==> src/cff_dict_token_decoder_assert.svh <==
// Assertion macros for the CFF DICT token decoder, active outside synthesis only.
`ifndef CFF_DICT_TOKEN_DECODER_ASSERT_SVH
`define CFF_DICT_TOKEN_DECODER_ASSERT_SVH
`ifndef SYNTHESIS
// Property that must hold at every clock edge outside reset.
`define CDTD_ASSERT(label, prop) \
    label: assert property (@(posedge clk) disable iff (!rst_n) (prop)) \
        else $error("cdtd assertion failed");
// Implication checked on the same edge as its trigger.
`define CDTD_ASSERT_IMP(label, trig, cons) \
    label: assert property (@(posedge clk) disable iff (!rst_n) (trig) |-> (cons)) \
        else $error("cdtd implication failed");
`else
`define CDTD_ASSERT(label, prop)
`define CDTD_ASSERT_IMP(label, trig, cons)
`endif
`endif

==> src/cdtd_pkg.sv <==
// Shared types, codes and helper functions of the CFF DICT token decoder.
package cdtd_pkg;

    // Token kinds carried on the result channel.
    localparam logic [1:0] KIND_INT  = 2'd0;
    localparam logic [1:0] KIND_OP   = 2'd1;
    localparam logic [1:0] KIND_ESC  = 2'd2;
    localparam logic [1:0] KIND_REAL = 2'd3;

    // Default depth of the queue between front and back.
    localparam int QUEUE_DEPTH = 4;

    // Lead byte codes of the DICT encoding.
    localparam logic [7:0] BYTE_ESCAPE = 8'd12;
    localparam logic [7:0] BYTE_OP_MAX = 8'd21;
    localparam logic [7:0] BYTE_SHORT  = 8'd28;
    localparam logic [7:0] BYTE_LONG   = 8'd29;
    localparam logic [7:0] BYTE_REAL   = 8'd30;
    localparam logic [7:0] BYTE_INT1_LO = 8'd32;
    localparam logic [7:0] BYTE_INT1_HI = 8'd246;
    localparam logic [7:0] BYTE_POS_LO  = 8'd247;
    localparam logic [7:0] BYTE_POS_HI  = 8'd250;
    localparam logic [7:0] BYTE_NEG_LO  = 8'd251;
    localparam logic [7:0] BYTE_NEG_HI  = 8'd254;

    // Nibble codes inside a real number.
    localparam logic [3:0] NIB_POINT = 4'h0a;
    localparam logic [3:0] NIB_EXP   = 4'h0b;
    localparam logic [3:0] NIB_EXPN  = 4'h0c;
    localparam logic [3:0] NIB_RES   = 4'h0d;
    localparam logic [3:0] NIB_MINUS = 4'h0e;
    localparam logic [3:0] NIB_END   = 4'h0f;

    // Parser modes, one-hot.
    typedef enum logic [5:0] {
        MODE_IDLE = 6'b000001,
        MODE_ESC  = 6'b000010,
        MODE_POS2 = 6'b000100,
        MODE_NEG2 = 6'b001000,
        MODE_WIDE = 6'b010000,
        MODE_REAL = 6'b100000
    } cdtd_mode_t;

    // All results caused by one input byte.
    typedef struct packed {
        logic [1:0]        kind;
        logic [31:0]       int_value;
        logic [7:0]        op_code;
        logic [3:0][6:0]   chars;
        logic [2:0]        count;
        logic              done;
    } cdtd_entry_t;

    // Queue fill status seen by both sides.
    typedef struct packed {
        logic full;
        logic empty;
    } cdtd_q_status_t;

    // Number of characters that one real-number nibble yields.
    function automatic logic [1:0] nib_count(input logic [3:0] nib);
        logic [1:0] res;
        begin
            res = 2'd1;
            if (nib inside {NIB_END, NIB_RES})
                res = 2'd0;
            else if (nib == NIB_EXPN)
                res = 2'd2;
            return res;
        end
    endfunction

    // ASCII character number sel of a real-number nibble.
    function automatic logic [6:0] nib_char(input logic [3:0] nib, input logic sel);
        logic [6:0] res;
        begin
            res = 7'd0;
            if (nib <= 4'd9)
                res = 7'h30 + {3'b000, nib};
            else if (nib == NIB_POINT)
                res = 7'h2e;
            else if (nib == NIB_EXP)
                res = 7'h45;
            else if (nib == NIB_EXPN)
                res = sel ? 7'h2d : 7'h45;
            else if (nib == NIB_MINUS)
                res = 7'h2d;
            return res;
        end
    endfunction

endpackage

==> src/cdtd_front.sv <==
// Front end: accepts DICT bytes, tracks the token parse and builds at most one entry per byte.
module cdtd_front
    import cdtd_pkg::*;
(
    input  logic        clk,
    input  logic        rst_n,
    input  logic        accept,
    input  logic [7:0]  data_byte,
    output logic        push,
    output cdtd_entry_t push_entry
);

    cdtd_mode_t  mode_reg, mode_next;
    logic [2:0]  pending_reg, pending_next;
    logic [7:0]  lead_reg, lead_next;
    logic [31:0] gathered_reg, gathered_next;

    logic [10:0] pos_val, neg_val;
    logic [31:0] wide_val;
    logic [3:0]  hi_nib, lo_nib;
    logic        hi_end, lo_end, real_end;
    logic [1:0]  cnt_hi, cnt_lo;
    logic [2:0]  real_total;
    logic [3:0][6:0] real_chars;

    // Two-byte operand magnitudes: (lead - base) * 256 + byte + 108.
    assign pos_val = ((11'(lead_reg) - 11'(BYTE_POS_LO)) << 8) + 11'(data_byte) + 11'd108;
    assign neg_val = ((11'(lead_reg) - 11'(BYTE_NEG_LO)) << 8) + 11'(data_byte) + 11'd108;

    // Wide operand once the last byte is in; code 28 is sign-extended from 16 bits.
    always_comb
    begin
        wide_val = {gathered_reg[23:0], data_byte};
        if (lead_reg == BYTE_SHORT)
            wide_val = {{16{gathered_reg[7]}}, gathered_reg[7:0], data_byte};
    end

    // Characters of a real-number byte: high nibble first, low nibble unless the high one ends.
    assign hi_nib   = data_byte[7:4];
    assign lo_nib   = data_byte[3:0];
    assign hi_end   = (hi_nib == NIB_END);
    assign lo_end   = !hi_end && (lo_nib == NIB_END);
    assign real_end = hi_end || lo_end;
    assign cnt_hi   = nib_count(hi_nib);
    assign cnt_lo   = hi_end ? 2'd0 : nib_count(lo_nib);

    always_comb
    begin
        logic [2:0] rel;
        real_chars = '0;
        for (int i = 0; i < 4; i++)
        begin
            rel = 3'(i) - {1'b0, cnt_hi};
            if (3'(i) < {1'b0, cnt_hi})
                real_chars[i] = nib_char(hi_nib, i[0]);
            else if (rel < {1'b0, cnt_lo})
                real_chars[i] = nib_char(lo_nib, rel[0]);
        end
        real_total = {1'b0, cnt_hi} + {1'b0, cnt_lo};
        // An end with no character still carries one empty result.
        if (real_end && real_total == 3'd0)
            real_total = 3'd1;
    end

    // Parse state transitions and entry build.
    always_comb
    begin
        mode_next     = mode_reg;
        pending_next  = pending_reg;
        lead_next     = lead_reg;
        gathered_next = gathered_reg;
        push          = 1'b0;
        push_entry    = '0;
        if (accept)
        begin
            case (mode_reg)
                MODE_ESC:
                begin
                    push_entry.kind    = KIND_ESC;
                    push_entry.op_code = data_byte;
                    push_entry.count   = 3'd1;
                    push               = 1'b1;
                    mode_next          = MODE_IDLE;
                end
                MODE_POS2:
                begin
                    push_entry.kind      = KIND_INT;
                    push_entry.int_value = 32'(pos_val);
                    push_entry.count     = 3'd1;
                    push                 = 1'b1;
                    mode_next            = MODE_IDLE;
                end
                MODE_NEG2:
                begin
                    push_entry.kind      = KIND_INT;
                    push_entry.int_value = 32'd0 - 32'(neg_val);
                    push_entry.count     = 3'd1;
                    push                 = 1'b1;
                    mode_next            = MODE_IDLE;
                end
                MODE_WIDE:
                begin
                    gathered_next = {gathered_reg[23:0], data_byte};
                    pending_next  = pending_reg - 3'd1;
                    if (pending_reg == 3'd1)
                    begin
                        push_entry.kind      = KIND_INT;
                        push_entry.int_value = wide_val;
                        push_entry.count     = 3'd1;
                        push                 = 1'b1;
                        mode_next            = MODE_IDLE;
                    end
                end
                MODE_REAL:
                begin
                    push_entry.kind  = KIND_REAL;
                    push_entry.chars = real_chars;
                    push_entry.count = real_total;
                    push_entry.done  = real_end;
                    push             = (real_total != 3'd0);
                    if (real_end)
                        mode_next = MODE_IDLE;
                end
                default:
                begin
                    mode_next = MODE_IDLE;
                    lead_next = data_byte;
                    if (data_byte == BYTE_ESCAPE)
                        mode_next = MODE_ESC;
                    else if (data_byte <= BYTE_OP_MAX)
                    begin
                        push_entry.kind    = KIND_OP;
                        push_entry.op_code = data_byte;
                        push_entry.count   = 3'd1;
                        push               = 1'b1;
                    end
                    else if (data_byte == BYTE_REAL)
                        mode_next = MODE_REAL;
                    else if (data_byte inside {[BYTE_INT1_LO:BYTE_INT1_HI]})
                    begin
                        push_entry.kind      = KIND_INT;
                        push_entry.int_value = 32'(data_byte) - 32'd139;
                        push_entry.count     = 3'd1;
                        push                 = 1'b1;
                    end
                    else if (data_byte inside {[BYTE_POS_LO:BYTE_POS_HI]})
                        mode_next = MODE_POS2;
                    else if (data_byte inside {[BYTE_NEG_LO:BYTE_NEG_HI]})
                        mode_next = MODE_NEG2;
                    else if (data_byte inside {BYTE_SHORT, BYTE_LONG})
                    begin
                        mode_next     = MODE_WIDE;
                        gathered_next = '0;
                        pending_next  = (data_byte == BYTE_SHORT) ? 3'd2 : 3'd4;
                    end
                end
            endcase
        end
    end

    // Parser state registers.
    always_ff @(posedge clk or negedge rst_n)
    begin
        if (!rst_n)
        begin
            mode_reg     <= MODE_IDLE;
            pending_reg  <= '0;
            lead_reg     <= '0;
            gathered_reg <= '0;
        end
        else
        begin
            mode_reg     <= mode_next;
            pending_reg  <= pending_next;
            lead_reg     <= lead_next;
            gathered_reg <= gathered_next;
        end
    end

endmodule

==> src/cdtd_queue.sv <==
// Short register queue of byte entries between the front end and the back end.
module cdtd_queue
    import cdtd_pkg::*;
#(
    parameter int DEPTH = QUEUE_DEPTH
)
(
    input  logic           clk,
    input  logic           rst_n,
    input  logic           push,
    input  cdtd_entry_t    push_entry,
    input  logic           pop,
    output cdtd_entry_t    pop_entry,
    output cdtd_q_status_t status
);

    localparam int PTR_W = (DEPTH > 1) ? $clog2(DEPTH) : 1;
    localparam int CNT_W = $clog2(DEPTH + 1);

    cdtd_entry_t       slots_reg [DEPTH];
    logic [PTR_W-1:0]  wr_ptr_reg, wr_ptr_next;
    logic [PTR_W-1:0]  rd_ptr_reg, rd_ptr_next;
    logic [CNT_W-1:0]  count_reg, count_next;
    logic              do_push, do_pop;

    assign status.full  = (count_reg == CNT_W'(DEPTH));
    assign status.empty = (count_reg == '0);
    assign do_push      = push && !status.full;
    assign do_pop       = pop && !status.empty;
    assign pop_entry    = slots_reg[rd_ptr_reg];

    // Pointer and fill count update, with explicit wrap.
    always_comb
    begin
        wr_ptr_next = wr_ptr_reg;
        rd_ptr_next = rd_ptr_reg;
        count_next  = count_reg;
        if (do_push)
            wr_ptr_next = (wr_ptr_reg == PTR_W'(DEPTH - 1)) ? '0 : wr_ptr_reg + 1'b1;
        if (do_pop)
            rd_ptr_next = (rd_ptr_reg == PTR_W'(DEPTH - 1)) ? '0 : rd_ptr_reg + 1'b1;
        if (do_push && !do_pop)
            count_next = count_reg + 1'b1;
        else if (do_pop && !do_push)
            count_next = count_reg - 1'b1;
    end

    always_ff @(posedge clk or negedge rst_n)
    begin
        if (!rst_n)
        begin
            wr_ptr_reg <= '0;
            rd_ptr_reg <= '0;
            count_reg  <= '0;
        end
        else
        begin
            wr_ptr_reg <= wr_ptr_next;
            rd_ptr_reg <= rd_ptr_next;
            count_reg  <= count_next;
        end
    end

    // Entry storage needs no reset.
    always_ff @(posedge clk)
    begin
        if (do_push)
            slots_reg[wr_ptr_reg] <= push_entry;
    end

endmodule

==> src/cdtd_back.sv <==
// Back end: expands each queued entry into its results and holds them in the output register.
module cdtd_back
    import cdtd_pkg::*;
(
    input  logic               clk,
    input  logic               rst_n,
    input  cdtd_q_status_t     q_status,
    input  cdtd_entry_t        q_entry,
    output logic               pop,
    output logic               token_valid,
    input  logic               token_stall,
    output logic [1:0]         token_kind,
    output logic signed [31:0] int_value,
    output logic [7:0]         op_code,
    output logic [6:0]         real_char,
    output logic               real_done,
    output logic               last_of_run
);

    cdtd_entry_t        cur_reg;
    logic               cur_valid_reg, cur_valid_next;
    logic [1:0]         idx_reg, idx_next;
    logic               out_valid_reg, out_valid_next;
    logic [1:0]         kind_reg;
    logic signed [31:0] value_reg;
    logic [7:0]         op_reg;
    logic [6:0]         char_reg;
    logic               done_reg, last_reg;
    logic               load_out, cur_last;

    // The output register takes a result from the current entry whenever it is empty or being drained.
    assign load_out = cur_valid_reg && (!out_valid_reg || !token_stall);
    assign cur_last = ({1'b0, idx_reg} == (cur_reg.count - 3'd1));
    assign pop      = !q_status.empty && (!cur_valid_reg || (load_out && cur_last));

    // Current entry and result index.
    always_comb
    begin
        cur_valid_next = cur_valid_reg;
        idx_next       = idx_reg;
        out_valid_next = out_valid_reg;
        if (load_out)
        begin
            idx_next = idx_reg + 2'd1;
            if (cur_last)
                cur_valid_next = 1'b0;
        end
        if (pop)
        begin
            cur_valid_next = 1'b1;
            idx_next       = 2'd0;
        end
        if (load_out)
            out_valid_next = 1'b1;
        else if (!token_stall)
            out_valid_next = 1'b0;
    end

    always_ff @(posedge clk or negedge rst_n)
    begin
        if (!rst_n)
        begin
            cur_valid_reg <= 1'b0;
            idx_reg       <= '0;
            out_valid_reg <= 1'b0;
        end
        else
        begin
            cur_valid_reg <= cur_valid_next;
            idx_reg       <= idx_next;
            out_valid_reg <= out_valid_next;
        end
    end

    // Payload registers of the current entry and of the output.
    always_ff @(posedge clk)
    begin
        if (pop)
            cur_reg <= q_entry;
        if (load_out)
        begin
            kind_reg  <= cur_reg.kind;
            value_reg <= cur_reg.int_value;
            op_reg    <= cur_reg.op_code;
            char_reg  <= cur_reg.chars[idx_reg];
            done_reg  <= cur_reg.done;
            last_reg  <= cur_last;
        end
    end

    assign token_valid = out_valid_reg;
    assign token_kind  = kind_reg;
    assign int_value   = value_reg;
    assign op_code     = op_reg;
    assign real_char   = char_reg;
    assign real_done   = done_reg;
    assign last_of_run = last_reg;

endmodule

==> src/cff_dict_token_decoder.sv <==
// Top level of the CFF DICT token decoder: front end, entry queue and back end.
//
// Input channel: data_valid / data_stall carry one DICT byte (data_byte) per
// transfer. Output channel: token_valid / token_stall carry one decoded token
// per transfer: kind, integer value, operator code, real-number character and
// the real_done and last_of_run marks.
// A byte is parsed in the cycle it is transferred; the bytes that produce
// results leave one entry in a queue of DEPTH entries. The back end expands
// each entry into one to four results, one per cycle while token_stall is low.
// When the block is empty, the first result of a byte passes the queue slot,
// the current-entry register and the output register. Throughput: one input
// byte per cycle while the queue has room, one result per cycle while token_stall
// is low; each real-number character is a result, so the output rate sets sustained intake.
// data_stall is high while the queue is full. When token_stall is high the
// output register holds its token and the back end waits; the front end keeps
// taking bytes until the queue fills.
// Reset clears the parse state to idle, empties the queue and the output.
`include "cff_dict_token_decoder_assert.svh"

module cff_dict_token_decoder
    import cdtd_pkg::*;
#(
    parameter int DEPTH = QUEUE_DEPTH
)
(
    input  logic               clk,
    input  logic               rst_n,
    input  logic               data_valid,
    output logic               data_stall,
    input  logic [7:0]         data_byte,
    output logic               token_valid,
    input  logic               token_stall,
    output logic [1:0]         token_kind,
    output logic signed [31:0] int_value,
    output logic [7:0]         op_code,
    output logic [6:0]         real_char,
    output logic               real_done,
    output logic               last_of_run
);

    cdtd_q_status_t q_status;
    cdtd_entry_t    push_entry, pop_entry;
    logic           push, pop, accept;

    assign data_stall = q_status.full;
    assign accept     = data_valid && !data_stall;

    cdtd_front u_front (
        .clk        (clk),
        .rst_n      (rst_n),
        .accept     (accept),
        .data_byte  (data_byte),
        .push       (push),
        .push_entry (push_entry)
    );

    cdtd_queue #(
        .DEPTH (DEPTH)
    ) u_queue (
        .clk        (clk),
        .rst_n      (rst_n),
        .push       (push),
        .push_entry (push_entry),
        .pop        (pop),
        .pop_entry  (pop_entry),
        .status     (q_status)
    );

    cdtd_back u_back (
        .clk         (clk),
        .rst_n       (rst_n),
        .q_status    (q_status),
        .q_entry     (pop_entry),
        .pop         (pop),
        .token_valid (token_valid),
        .token_stall (token_stall),
        .token_kind  (token_kind),
        .int_value   (int_value),
        .op_code     (op_code),
        .real_char   (real_char),
        .real_done   (real_done),
        .last_of_run (last_of_run)
    );

    // The end of a real number is only ever marked on real-number characters.
    `CDTD_ASSERT_IMP(a_done_is_real, token_valid && real_done, token_kind == KIND_REAL)
    // Integer values appear only on integer tokens.
    `CDTD_ASSERT_IMP(a_value_int_only, token_valid && token_kind != KIND_INT, int_value == 32'sd0)
    // Characters appear only on real-number tokens.
    `CDTD_ASSERT_IMP(a_char_real_only, token_valid && token_kind != KIND_REAL, real_char == 7'd0)
    // The queue is never reported full and empty together.
    `CDTD_ASSERT(a_queue_status, !(q_status.full && q_status.empty))

endmodule
==> config.mk <==
export PLATFORM = sky130hd
export DESIGN_NAME = cff_dict_token_decoder
export DESIGN_NICKNAME = d
export VERILOG_FILES = /design/src/cdtd_pkg.sv /design/src/cdtd_front.sv /design/src/cdtd_queue.sv /design/src/cdtd_back.sv /design/src/cff_dict_token_decoder.sv
export VERILOG_INCLUDE_DIRS = /design/src /design/src/src
export SDC_FILE = /design/constraint.sdc
export NUM_CORES = 1
export LEC_CHECK = 0
export BUFFER_PORTS_ARGS = -buffer_cell sky130_fd_sc_hd__buf_2
export CAP_MARGIN = 20
export CELL_PAD_IN_SITES_DETAIL_PLACEMENT = 0
export CELL_PAD_IN_SITES_GLOBAL_PLACEMENT = 2
export CORE_MARGIN = 3
export CORE_UTILIZATION = 47
export DETAILED_ROUTE_END_ITERATION = 8
export PLACE_DENSITY_LB_ADDON = 0.1
export SLEW_MARGIN = 25
export SYNTH_ARGS = -nofsm -noshare
export SYNTH_HDL_FRONTEND = slang
export SYNTH_SLANG_ARGS = --single-unit
==> constraint.sdc <==
create_clock -name clk -period 4.7 [get_ports clk]
set_clock_uncertainty 0.05 [all_clocks]
set_input_delay 0.94 -clock clk [delete_from_list [all_inputs] [get_ports clk]]
set_output_delay 0.94 -clock clk [all_outputs]
set_load 0.1 [all_outputs]
==> results.toml <==
[cells_and_area]
syn2layout_area_growth_pct = 14.7
post_route_cells_drive_above_1_share_pct = 23.9
design_area_sq_um = 22100
num-nets-final = 1279
num_antenna_cells = 0
n_fill_cell = 3150
largest_register_ffs = 296

[routing]
antenna_left = 0
drt-vias-per-instance = 5.63
vias = 10100
detailedRoute.firstIterationViolations = 669
drt_pre_antenna_iters = 4
drcViolationCount = 0
wire_per_inst_microns = 23.8
wl_final_microns = 42800

[floorplanning]
start_util_pct = 48.1
core_area_sq_um = 40100
floorplan.die.width_microns = 209
die_h_microns = 209
ios = 65
total_die_area_sq_um = 43500
std_cell_rows = 73

[flow_run]
max_cap_violations = 0

[synthesis]
synth-edff-count = 421
synth_async_sr_flop_share_pct = 11.0
post_synth_inst_count = 1124
synthDistinctLibCells = 67
post_synth_instance_area_sq_um = 19300
post_synth_main_area_contributors = "sky130_fd_sc_hd__edfxtp_1 (66%), sky130_fd_sc_hd__mux4_2 (9.5%), sky130_fd_sc_hd__dfrtp_1 (6.6%), sky130_fd_sc_hd__ha_1 (1.9%), sky130_fd_sc_hd__nand2_1 (1.5%)"
yosysTopAreaCellShare_pct = 65.6
synth-seq-cells = 473
postSynthAreaPerCell_sq_um = 17.2
synth_top_cell_by_area = "sky130_fd_sc_hd__edfxtp_1"
warning_count_from_the_yosys_run = 0
syn_nets = 1168
synth-main-ff-cell = "sky130_fd_sc_hd__edfxtp_1"
yosysSeqAreaShare_pct = 72.3

[clock_tree]
cts.repair_timing.setup_buffer_count = 0
cts_max_level = 2
clk_path_buf_depth = 3
cts_resized = 0
clock_latency_ns = 0.57
clock-root-buffer = "sky130_fd_sc_hd__clkbuf_16"
cts_made_buffers = 49
cts.hold.buffers_added = 0
path_clk_slew_ns = 0.06
cts_num_sinks = 473
cts_tree = "done"

[critical_path]
r2r_start = "u_front.mode_reg[1]$_DFFE_PN0P_"
worst_ep_arrival_time_ns = 4.29
reg2reg_slack_ns = 1.21
cp_cell_sequence = "buf_2, ha_1, nand2_1, and2_1, and3_1, inv_1, fa_1, nand4_1, a21oi_1, nor2_2, ha_1, inv_1, fa_1, xor2_1, nor2_1, xnor2_1"
worstSetupEndpointType = "flip-flop"
crit_slowest_cell = "sky130_fd_sc_hd__fa_1"
ff_to_ff_end = "u_queue.count_reg[2]$_DFFE_PN0P_"
worst_setup_sp_type = "input pin"
worst_r2r_path_depth = 11
slowest_delay_ns = 0.54
timing.critical_path.required_ns = 5.14
critPathMaxFanout = 9
path_class = "input pin to flip-flop"

[run_status]
outcome = "completed"

[power_and_ir_drop]
totalPowerFinal_uw = 12600
power.density_nw_per_um2 = 571
ir_drop_mv = 0.272
static-leakage-power_uw = 0.00778

[global_routing]
globalRoute.totalOverflow = 0
grt_start_max_net_pins = 53
grt_pass1_vias = 10500
grt_pass1_wl_microns = 66200
combined_global_route_utilization_of_all_metal_layers_pct = 20.0
antenna_found_initial = 1

[sta]
rsz0062_at_grt = "false"
timing.final.setup_violations = 0
slew-limit-headroom_pct = 32.9
postLayoutSetupSlackWorst_ns = 0.845
worst_pin_slew_ns = 0.998
fin_crit_ns = 3.86
totalNegativeSetupSlack_ns = 0
hold_violations = 0
final_min_period_over_clock_period_pct = 82.0
finalMaxSlewViolations = 0
max_freq_ghz = 0.259

[min_path]
worst_min_delay_path_startpoint = "u_back.cur_reg[40]$_DFFE_PP_"
holdCritPathClass = "flip-flop to flip-flop"
hold_path_depth = 0
hold_end = "u_back.int_value[0]$_DFFE_PP_"

[placement]
port_buffers = 64
place_congestion = 0.867
dpl-instance-area_sq_um = 20600
pre_cts_slack_ns = 0.277
detailedPlacementHpwl_microns = 28200
## power by group
part           internal, uW  switching (uW)  total, uW
clock                  2120            1550       3670
sequential             5570             430       6000
combinational          1140            1830       2970
## cells in the mapped netlist, types with 9 or more instances
cell type                  number
sky130_fd_sc_hd__clkbuf_1      32
sky130_fd_sc_hd__nand2_1       76
sky130_fd_sc_hd__a31oi_1       10
sky130_fd_sc_hd__xnor2_1       17
sky130_fd_sc_hd__nor3_1        12
sky130_fd_sc_hd__nand3_1       15
sky130_fd_sc_hd__ha_1          30
sky130_fd_sc_hd__a21oi_1       38
sky130_fd_sc_hd__dfrtp_1       51
sky130_fd_sc_hd__o21ai_0       50
sky130_fd_sc_hd__nor2b_1       13
sky130_fd_sc_hd__a22o_1        26
sky130_fd_sc_hd__edfxtp_1     421
sky130_fd_sc_hd__and2_1        18
sky130_fd_sc_hd__inv_1         26
sky130_fd_sc_hd__buf_2         12
sky130_fd_sc_hd__nand2b_1       9
sky130_fd_sc_hd__mux4_2        81
sky130_fd_sc_hd__nor2_1        56
## cell families (layout without fill, tap and decap cells)
| logic type | after synthesis | after routing | share of synthesized area, % |
|---|---|---|---|
| muxes | 90 | 90 | 9.99 |
| xor gates and xnor gates | 23 | 23 | 1.04 |
| AOI/OAI and AO/OA | 177 | 177 | 6.26 |
| buffers and inverters | 83 | 233 | 1.85 |
| DFF | 473 | 473 | 72.3 |
| adders and majority gates | 32 | 32 | 2.15 |
| and+or+nand+nor | 246 | 246 | 6.37 |
## metal layers
layer  GRT usage (%)  share of wire, %  up-vias
li1                -                 -     4641
met1            30.4                48     5239
met2            31.1                47      204
met3            3.27               4.1       45
met4            4.30               1.6        2
met5               0             0.030        -
## metrics by stage
| stage | util [%] | cells | hold WS [ns] |
|---|---|---|---|
| 4_1_cts | 55.1 | 1799 | 0.365 |
| 2_1_floorplan | - | 1124 | 0.350 |
| 3_5_place_dp | 51.3 | 1709 | 0.355 |
| 3_3_place_gp | 51.3 | 1709 | 0.350 |
| 6_report | 55.1 | 1799 | 0.366 |
| 5_1_grt | 55.1 | 1799 | 0.370 |
## worst max path at each step
stage / start / to / cells past startpoint
2_1_floorplan: u_queue.count_reg[0]$_DFFE_PN0P_ / u_queue.count_reg[1]$_DFFE_PN0P_ / 8
3_3_place_gp: data_byte[1] / u_queue.count_reg[2]$_DFFE_PN0P_ / 16
3_5_place_dp: data_byte[1] / u_queue.count_reg[2]$_DFFE_PN0P_ / 16
4_1_cts: data_byte[1] / u_queue.count_reg[2]$_DFFE_PN0P_ / 16
5_1_grt: data_byte[1] / u_queue.count_reg[2]$_DFFE_PN0P_ / 16
6_report: data_byte[1] / u_queue.count_reg[2]$_DFFE_PN0P_ / 16
## layout by cell type (no fill, tap or decap), types with 26 or more instances in the layout
cell                        instances
sky130_fd_sc_hd__buf_2             64
sky130_fd_sc_hd__clkbuf_16         50
sky130_fd_sc_hd__o21ai_0           50
sky130_fd_sc_hd__ha_1              30
sky130_fd_sc_hd__mux4_2            81
sky130_fd_sc_hd__edfxtp_1         421
sky130_fd_sc_hd__buf_4             41
sky130_fd_sc_hd__nor2_1            56
sky130_fd_sc_hd__nand2_1           76
sky130_fd_sc_hd__dfrtp_1           49
sky130_fd_sc_hd__a22o_1            26
sky130_fd_sc_hd__a21oi_1           38
## area by class of cell
cell class	count	area [sq um]	share of cell area, %
Sequential cell	473	14000	63.1
Multi-Input combinational cell	568	5000	22.6
Clock inverter	24	191	0.866
Tap cell	525	657	2.97
Inverter	26	98.8	0.447
Clock buffer	66	1340	6.07
Timing Repair Buffer	117	868	3.93
## worst max-delay path, delay by kind of cell
family | cells | cell delay (ns)
XOR/XNOR | 2 | 0.30
AO/OA/AOI/OAI | 1 | 0.13
adder cells (fa/ha/maj) | 4 | 1.44
AND/OR/NAND/NOR | 6 | 1.14
buffers and inverters | 3 | 0.33
Power figures use the tool's default switching activity.
